==> config.mk <==
export PLATFORM = sky130hd
export DESIGN_NAME = mailbox_name_validator_core
export DESIGN_NICKNAME = d
export VERILOG_FILES = /design/src/sv/mnv_pkg.sv /design/src/sv/mailbox_name_validator_core.sv
export SDC_FILE = /design/constraint.sdc
export NUM_CORES = 1
export LEC_CHECK = 0
export BUFFER_PORTS_ARGS = -buffer_cell sky130_fd_sc_hd__buf_4
export CAP_MARGIN = 20
export CORE_MARGIN = 2
export CORE_UTILIZATION = 60
export CTS_BUF_LIST = sky130_fd_sc_hd__clkbuf_2
export DETAILED_ROUTE_END_ITERATION = 10
export GPL_TIMING_DRIVEN = 0
export PLACE_DENSITY = 0.83
export RECOVER_POWER = 25
export SYNTH_ARGS = -nofsm -noshare
export SYNTH_HDL_FRONTEND = slang
export SYNTH_SLANG_ARGS = --single-unit
==> constraint.sdc <==
create_clock -name clk -period 3.3 [get_ports clk]
set_clock_uncertainty 0.2 [all_clocks]
set_input_delay 0.495 -clock clk [delete_from_list [all_inputs] [get_ports clk]]
set_output_delay 0.495 -clock clk [all_outputs]
set_load 0.02 [all_outputs]
==> src/sv/mnv_pkg.sv <==
// Package for the mailbox name validator core.
// Holds byte constants, verdict codes and the running state type; no dependencies.
package mnv_pkg;

	localparam logic [7:0] CH_SLASH   = 8'h2F;
	localparam logic [7:0] CH_STAR    = 8'h2A;
	localparam logic [7:0] CH_PERCENT = 8'h25;
	localparam logic [7:0] CH_END     = 8'h00;

	localparam int DATA_W = 8;
	localparam int OUT_W  = 8;

	localparam logic [2:0] ERR_NONE      = 3'd0;
	localparam logic [2:0] ERR_EMPTY     = 3'd1;
	localparam logic [2:0] ERR_UTF8      = 3'd2;
	localparam logic [2:0] ERR_EDGE      = 3'd3;
	localparam logic [2:0] ERR_CONTROL   = 3'd4;
	localparam logic [2:0] ERR_WILDCARD  = 3'd5;
	localparam logic [2:0] ERR_EMPTY_SEG = 3'd6;

	localparam logic [2:0] CLS_FULL = 3'd0;
	localparam logic [2:0] CLS_A0BF = 3'd1;
	localparam logic [2:0] CLS_809F = 3'd2;
	localparam logic [2:0] CLS_90BF = 3'd3;
	localparam logic [2:0] CLS_808F = 3'd4;

	localparam logic [1:0] PAT_NONE     = 2'd0;
	localparam logic [1:0] PAT_WILDCARD = 2'd1;
	localparam logic [1:0] PAT_DSLASH   = 2'd2;

	typedef struct packed {
		logic       seen_any;
		logic       first_is_slash;
		logic       prev_is_slash;
		logic       encoding_bad;
		logic [1:0] continuations_left;
		logic [2:0] second_byte_class;
		logic       after_c2_lead;
		logic       control_seen;
		logic [1:0] first_pattern_error;
	} name_state_t;

	function automatic logic cont_in_range(input logic [7:0] b, input logic [2:0] cls);
		logic r;
		case (cls)
			CLS_A0BF: r = b inside {[8'hA0:8'hBF]};
			CLS_809F: r = b inside {[8'h80:8'h9F]};
			CLS_90BF: r = b inside {[8'h90:8'hBF]};
			CLS_808F: r = b inside {[8'h80:8'h8F]};
			default:  r = b inside {[8'h80:8'hBF]};
		endcase
		return r;
	endfunction

endpackage

==> src/sv/mailbox_name_validator_core.sv <==
// Mailbox name validator core: byte stream in, one verdict per zero-terminated name.
// Input register, state update and verdict logic, output register; depends on mnv_pkg.
// The terminator is held in the input register, its verdict in the output register driving m_axis_tvalid.
// Throughput: one byte per cycle; the input register holds only a terminator that
// meets a full, unaccepted output register.
// Reset (arst_n low, asynchronous): both registers empty, all running flags cleared.
module mailbox_name_validator_core (
	input  logic                       clk,
	input  logic                       arst_n,
	input  logic                       s_axis_tvalid,
	output logic                       s_axis_tready,
	input  logic [mnv_pkg::DATA_W-1:0] s_axis_tdata,   // [7:0] data_byte
	output logic                       m_axis_tvalid,
	input  logic                       m_axis_tready,
	output logic [mnv_pkg::OUT_W-1:0]  m_axis_tdata    // [0] name_ok, [3:1] error_code, [7:4] zero
);

	logic                 valid_s1;
	logic [7:0]           byte_s1;
	logic                 out_valid_q;
	logic [2:0]           code_q;
	mnv_pkg::name_state_t st_q;
	mnv_pkg::name_state_t st_nx;
	logic                 is_end;
	logic                 out_free;
	logic                 take_s1;
	logic                 load_out;
	logic [2:0]           code_nx;

	assign is_end   = (byte_s1 == mnv_pkg::CH_END);
	assign out_free = !out_valid_q || m_axis_tready;
	assign take_s1  = valid_s1 && (!is_end || out_free);
	assign load_out = valid_s1 && is_end && out_free;

	assign s_axis_tready = !valid_s1 || take_s1;

	always_ff @(posedge clk or negedge arst_n) begin
		if (!arst_n) begin
			valid_s1 <= 1'b0;
		end else if (s_axis_tready) begin
			valid_s1 <= s_axis_tvalid;
		end
	end

	always_ff @(posedge clk) begin
		if (s_axis_tready && s_axis_tvalid) begin
			byte_s1 <= s_axis_tdata;
		end
	end

	always_comb begin
		if (!st_q.seen_any)
			code_nx = mnv_pkg::ERR_EMPTY;
		else if (st_q.encoding_bad || st_q.continuations_left != 2'd0)
			code_nx = mnv_pkg::ERR_UTF8;
		else if (st_q.first_is_slash || st_q.prev_is_slash)
			code_nx = mnv_pkg::ERR_EDGE;
		else if (st_q.control_seen)
			code_nx = mnv_pkg::ERR_CONTROL;
		else if (st_q.first_pattern_error == mnv_pkg::PAT_WILDCARD)
			code_nx = mnv_pkg::ERR_WILDCARD;
		else if (st_q.first_pattern_error == mnv_pkg::PAT_DSLASH)
			code_nx = mnv_pkg::ERR_EMPTY_SEG;
		else
			code_nx = mnv_pkg::ERR_NONE;
	end

	always_comb begin
		st_nx = st_q;
		if (is_end) begin
			st_nx = '0;
		end else begin
			if (!st_q.encoding_bad) begin
				if (st_q.continuations_left == 2'd0) begin
					st_nx.second_byte_class = mnv_pkg::CLS_FULL;
					st_nx.after_c2_lead     = 1'b0;
					if (byte_s1 < 8'h80) begin
						if (byte_s1 < 8'h20 || byte_s1 == 8'h7F)
							st_nx.control_seen = 1'b1;
					end else if (byte_s1 < 8'hC2) begin
						st_nx.encoding_bad = 1'b1;
					end else if (byte_s1 <= 8'hDF) begin
						st_nx.continuations_left = 2'd1;
						st_nx.after_c2_lead      = (byte_s1 == 8'hC2);
					end else if (byte_s1 <= 8'hEF) begin
						st_nx.continuations_left = 2'd2;
						if (byte_s1 == 8'hE0)
							st_nx.second_byte_class = mnv_pkg::CLS_A0BF;
						else if (byte_s1 == 8'hED)
							st_nx.second_byte_class = mnv_pkg::CLS_809F;
					end else if (byte_s1 <= 8'hF4) begin
						st_nx.continuations_left = 2'd3;
						if (byte_s1 == 8'hF0)
							st_nx.second_byte_class = mnv_pkg::CLS_90BF;
						else if (byte_s1 == 8'hF4)
							st_nx.second_byte_class = mnv_pkg::CLS_808F;
					end else begin
						st_nx.encoding_bad = 1'b1;
					end
				end else if (!mnv_pkg::cont_in_range(byte_s1, st_q.second_byte_class)) begin
					st_nx.encoding_bad = 1'b1;
				end else begin
					if (st_q.after_c2_lead && byte_s1 <= 8'h9F)
						st_nx.control_seen = 1'b1;
					st_nx.after_c2_lead      = 1'b0;
					st_nx.second_byte_class  = mnv_pkg::CLS_FULL;
					st_nx.continuations_left = st_q.continuations_left - 2'd1;
				end
			end
			if (st_q.first_pattern_error == mnv_pkg::PAT_NONE) begin
				if (byte_s1 == mnv_pkg::CH_STAR || byte_s1 == mnv_pkg::CH_PERCENT)
					st_nx.first_pattern_error = mnv_pkg::PAT_WILDCARD;
				else if (byte_s1 == mnv_pkg::CH_SLASH && st_q.prev_is_slash)
					st_nx.first_pattern_error = mnv_pkg::PAT_DSLASH;
			end
			if (!st_q.seen_any && byte_s1 == mnv_pkg::CH_SLASH)
				st_nx.first_is_slash = 1'b1;
			st_nx.seen_any      = 1'b1;
			st_nx.prev_is_slash = (byte_s1 == mnv_pkg::CH_SLASH);
		end
	end

	always_ff @(posedge clk or negedge arst_n) begin
		if (!arst_n) begin
			st_q <= '0;
		end else if (take_s1) begin
			st_q <= st_nx;
		end
	end

	always_ff @(posedge clk or negedge arst_n) begin
		if (!arst_n) begin
			out_valid_q <= 1'b0;
		end else if (out_free) begin
			out_valid_q <= load_out;
		end
	end

	always_ff @(posedge clk) begin
		if (load_out) begin
			code_q <= code_nx;
		end
	end

	assign m_axis_tvalid = out_valid_q;
	assign m_axis_tdata  = {4'b0000, code_q, (code_q == mnv_pkg::ERR_NONE)};

	a_stall_cause: assert property (@(posedge clk) disable iff (!arst_n)
		!s_axis_tready |-> (valid_s1 && is_end && out_valid_q && !m_axis_tready))
		else $error("input stalled without a blocked terminator");

	a_clear_after_verdict: assert property (@(posedge clk) disable iff (!arst_n)
		load_out |=> (st_q == '0))
		else $error("running flags not cleared after verdict");

	a_code_range: assert property (@(posedge clk) disable iff (!arst_n)
		out_valid_q |-> (code_q <= mnv_pkg::ERR_EMPTY_SEG))
		else $error("verdict code out of range");

	a_load_slot: assert property (@(posedge clk) disable iff (!arst_n)
		load_out |-> (!out_valid_q || m_axis_tready))
		else $error("verdict loaded over an untaken result");

endmodule

== After elaboration in Yosys (flattened, before gate mapping) ==
Cells that the tools add are included.
Operators by class
  $add $sub $neg: 1
  $lt $le $gt $ge: 12
  equality and inequality tests: 21
  mux-type cells: 36
  bitwise gates (word level): 1
  reductions and logical operators: 39
Operators by type and width (number)
  <= comparator 8 bit (second input constant): 6
  equality test 8 bit (second input constant): 5
  equality test 8 x 6 -> 1 bit (second input constant): 3
  greater-or-equal comparator 8 bit (second input constant): 3
  2-to-1 mux 3 bit: 6
  < comparator 8 bit (second input constant): 2
  2-to-1 mux 2 bit: 8
  2-to-1 mux 8 bit: 2
  2-to-1 mux 7 bit: 2
  2-to-1 mux 1 bit: 13
  2-to-1 mux 13 bit: 1
  logical AND 1 bit: 12
  AND reduction 6 bit: 2
  2-to-1 mux 5 bit: 2
  nonzero test 3 bit: 3
  equality test 8 x 7 -> 1 bit (second input constant): 1
  logical NOT 8 bit: 1
  < comparator 8 x 6 -> 1 bit (second input constant): 1
  logical OR 1 bit: 7
  equality test 3 x 2 -> 1 bit (second input constant): 2
  2-to-1 mux 6 bit: 1
  inequality test 3 x 2 -> 1 bit (second input constant): 2
  inequality test 3 bit (second input constant): 2
  AND reduction 3 bit: 2
  other kinds (15): 21
Word-level totals
  bits in registers: 26
  input port bits: 12
  output and inout bits: 10

== Depth between registers and ports, before layout ==
  depth in word-level cells: 11
  mapped depth: 7
  mapped depth without buffers: 6

== Worst setup path before layout ==
No wires, ideal clock.
  kind: register to register
  start point: register byte_s1[2]
  end point: register byte_s1[0], enable pin
  library setup time: 0.277 ns
  arrival: 1.755 ns
  required time: 2.823 ns
  path slack: 1.068 ns
  stages on the path, launching flop included: 7
  buffers on the path: 2
  clock period less this slack: 2.232 ns
  cell sequence: edfxtp_1 > buf_6 > nor4_4 > and2_0 > clkbuf_1 > nand3_1 > and2_1
Between the ends
  longest elaborated chain between the ends: 6
Ends and longest elaborated chain
  start: declaration: RTL line mailbox_name_validator_core.sv:19  | logic [7:0] byte_s1;
  start signal: assignment: RTL line mailbox_name_validator_core.sv:47  | byte_s1 <= s_axis_tdata;
  logical NOT 8 bit: RTL line mailbox_name_validator_core.sv:30  | assign is_end = (byte_s1 == mnv_pkg::CH_END);
  logical NOT 1 bit: RTL line mailbox_name_validator_core.sv:32  | assign take_s1 = valid_s1 && (!is_end || out_free);
  logical OR 1 bit: RTL line mailbox_name_validator_core.sv:32
  logical AND 1 bit: RTL line mailbox_name_validator_core.sv:32
  logical OR 1 bit: RTL line mailbox_name_validator_core.sv:35  | assign s_axis_tready = !valid_s1 || take_s1;
  named net s_axis_tready: RTL line mailbox_name_validator_core.sv:11  | output logic s_axis_tready,
  logical AND 1 bit: RTL line mailbox_name_validator_core.sv:46  | if (s_axis_tready && s_axis_tvalid) begin
The timed path passes the listed nets, and every way through them passes these cells.
A chain may end at the register's enable or synchronous reset.

== Worst setup path in the final report ==
  start point: register byte_s1[4]
  end point: output s_axis_tready
Between the ends
  longest elaborated chain between the ends: 5
Ends and longest elaborated chain (RTL line)
  logical NOT 8 bit: mailbox_name_validator_core.sv:30
  logical NOT 1 bit: mailbox_name_validator_core.sv:32
  logical OR 1 bit: mailbox_name_validator_core.sv:32
  logical AND 1 bit: mailbox_name_validator_core.sv:32
  logical OR 1 bit: mailbox_name_validator_core.sv:35
  end: declaration: mailbox_name_validator_core.sv:11
Every way passes these cells.

==> impl_metrics.tcl <==
set metrics [dict create \
    outcome "complete, no violations" \
    core_sq_um 2432 \
    rows 18 \
    drtIter0Drc 46 \
    rsz0062_at_grt "false" \
    internal-power_mw 0.4229 \
    drive_gt1_share_pct 23.08 \
    synth-seq-cells 26 \
    holdPathStages 2 \
    setup_tns_ns 0 \
    synth_top_flop_cell "dfrtp_1" \
    grt_first_pass_wirelength_um 4933 \
    final_cells 199 \
    path_class "flip-flop to primary output" \
    cpMaxStageDelayCell "edfxtp_1" \
    cts_tree "built" \
    yosys.area.top_type "dfrtp_1" \
    vias 1196 \
    worst-path-stages 6 \
    pwr-share-comb_pct 16.0 \
    numPortBuffers 17 \
    min_path_type "primary input to flip-flop" \
    cp-endpoint "s_axis_tready" \
    pin_count 22 \
    die_area_sq_um 2943 \
    r2r_slack_ns 0.98 \
    avgSynthCellArea_sq_um 10.52 \
    crit_path_max_incr_delay_ns 0.44 \
    p_clk_share_pct 20.7 \
    synth.top_cell.area_share_pct 24.77 \
    synth_cell_type_count 47 \
    place.gp.congestion 0.8873 \
    dp.cells 194 \
    ant_nets 0 \
    grt_pass1_vias 1142 \
    peakVddDrop_mv 0.2606 \
    ys_warn_count 0 \
    routed_wl_um 2865 \
    htree_num_levels 1 \
    root_buffer "clkbuf_2" \
    fillers 173 \
    syn_area_sq_um 1515 \
    syn_inst 144 \
    synthTopCellsByArea "dfrtp_1 (25%), edfxtp_1 (22%), buf_4 (3.5%), o21ai_0 (3.0%), nor4_4 (2.8%)" \
    dp_hpwl_um 2139 \
    critPathLaunchType "flip-flop" \
    yosysSeqAreaShare_pct 46.57 \
    vias_per_cell 6.010 \
    total_power_mw 0.5837 \
    cts_max_path_buffers 2 \
    powerDensity_nw_per_um2 340.0 \
    fin_crit_ns 2.834 \
    insertion_delay_ns 0.36 \
    crit_required_ns 2.60 \
    regArea_sq_um 705.7 \
    setup.worst_path.start "byte_s1[4]$_DFFE_PP_" \
    fmax_mhz 352.9 \
    antenna_found_initial 0 \
    final-setup-viol-count 0 \
    cts_made_buffers 3 \
    synth_edf_count 11 \
    relSlewSlack_pct 43.84 \
    rr_worst_depth 6 \
    area_delta_synth_final_pct 13.30 \
    clk_pin_slew_ns 0.23 \
    nNetsFinal 185 \
    finalCritPeriodShare_pct 85.86 \
    die_h_um 54.25 \
    grt_usage_pct 23.78 \
    initial_core_util_pct 62.29 \
    power.switching_mw 0.1608 \
    drv_cap 0 \
    drc_errors 0 \
    path_buf_inv 3 \
    finalMaxSlewViolations 0 \
    multi_input_area_sq_um 701.9 \
    dr.pass1.iters 4 \
    timing.rr.start "byte_s1[4]$_DFFE_PP_" \
    wl_per_cell_um 14.40 \
    cp_max_fo 10 \
    worst_pin_slew_ns 0.8359 \
    grt_max_degree 16 \
    worstPathCellList "buf_6 > nor4_4 > and2_0 > clkbuf_1 > nand3_1 > buf_4" \
    hold_ws_ns 0.1080 \
    power.leakage_nw 0.7068 \
    cp_top_family "simple AND/OR/NAND/NOR gates" \
    endpoint_kind "primary output" \
    cts.sinks 26 \
    arrival_ns 2.14 \
    seq_power_share_pct 63.4 \
    overflow 0 \
    reg2reg_to "byte_s1[0]$_DFFE_PP_" \
    die_w_um 54.25 \
    p_sw_share_pct 27.55 \
    finalHoldViolations 0 \
    antenna_cells 0 \
    async_flop_share_pct 57.69 \
]
-- cells in the mapped netlist (6+ instances only) --
master / count
inv_1: 8
o21ai_0: 9
buf_4: 7
nor2_1: 7
nand2_1: 10
a21oi_1: 7
nor3_1: 8
edfxtp_1: 11
nand3_1: 6
dfrtp_1: 15
-- per-stage QoR --
stage / instance area (sq um) / worst slack, ns / utilization [%]
after CTS: 1720 / 0.4686 / 70.73
after global placement: 1692 / 0.9843 / 69.55
after global routing: 1717 / 0.3104 / 70.58
after detailed placement: 1692 / 0.9218 / 69.55
after floorplan: 1526 / 1.068 / -
final: 1717 / 0.4665 / 70.58
-- worst reg2reg max path, cell delays in order (launching register included) --
cell      delay, ns
edfxtp_1       0.44
buf_6          0.16
nor4_4         0.38
and2_0         0.17
clkbuf_1       0.26
nand3_1        0.17
and2_1         0.30
-- layer usage --
metal  routed length, um  global-route usage [%]  vias up  part of all wire, %
met1                1213                   28.90      552                   42
li1                    -                       -      571                    -
met4                  86                   15.00        0                  3.0
met3                 207                   3.552        9                  7.2
met2                1357                   39.36       64                   47
met5                   0                       0        -                    0
-- power by group through the flow --
stage | clock network, mW | logic, mW | registers, mW
floorplan | 0 | 0.0678 | 0.372
global placement | 0 | 0.0893 | 0.375
detailed placement | 0 | 0.0922 | 0.376
CTS | 0.121 | 0.0943 | 0.370
global route | 0.137 | 0.104 | 0.373
finish | 0.121 | 0.0932 | 0.370
-- layout make-up --
cell class                 instances  area share [%]
sequential                        26           41.11
buffer                            12           5.175
clock buffer                       3          0.8746
timing repair buffer              18           7.799
tap                               30           2.187
multi-input combinational        101           40.89
inverter                           8           1.749
clock inverter                     1          0.2187
-- sequential cells by signal, summed over array words and instances (netlist names) --
register,cells
m_axis_tvalid,1
code_q,3
st_q,13
valid_s1,1
byte_s1,8
-- cells by family after synthesis --
family | after synthesis | synth area share [%]
and+or+nand+nor | 55 | 21.97
AOI/OAI and AO/OA | 32 | 15.28
DFF | 26 | 46.57
buffers and inverters | 20 | 7.844
muxes | 6 | 5.037
adders and majority gates | 3 | 2.478
other | 1 | 0.2475
xor gates and xnor gates | 1 | 0.5781
-- repair_timing --
| action | 4_1_cts | 5_1_grt |
|---|---|---|
| buffers inserted | 0 | 0 |
| resized for setup | 0 | 0 |
| hold endpoints to repair | 15 | 0 |
| hold buffers | 1 | 0 |
-- cells in the final DEF, fill, tap and decap left out, types with 6 or more instances in the layout --
| cell type | synthesis | routed |
|---|---|---|
| nand3_1 | 6 | 6 |
| clkbuf_4 | 0 | 8 |
| nand2_1 | 10 | 10 |
| nor2_1 | 7 | 7 |
| inv_1 | 8 | 8 |
| nor3_1 | 8 | 8 |
| buf_4 | 7 | 15 |
| dfrtp_1 | 15 | 15 |
| edfxtp_1 | 11 | 11 |
| o21ai_0 | 9 | 9 |
| a21oi_1 | 7 | 7 |
-- how the worst min path moves through the flow --
stage | from | endpoint
6_report | s_axis_tvalid | valid_s1$_DFFE_PN0N_
5_1_grt | s_axis_tdata[6] | byte_s1[6]$_DFFE_PP_
4_1_cts | s_axis_tdata[1] | byte_s1[1]$_DFFE_PP_
3_5_place_dp | arst_n | st_q[8]$_DFFE_PN0P_
3_3_place_gp | arst_n | st_q[7]$_DFFE_PN0P_
2_1_floorplan | arst_n | m_axis_tvalid$_DFFE_PN0P_
No activity file was read; power rests on OpenSTA's default activity.
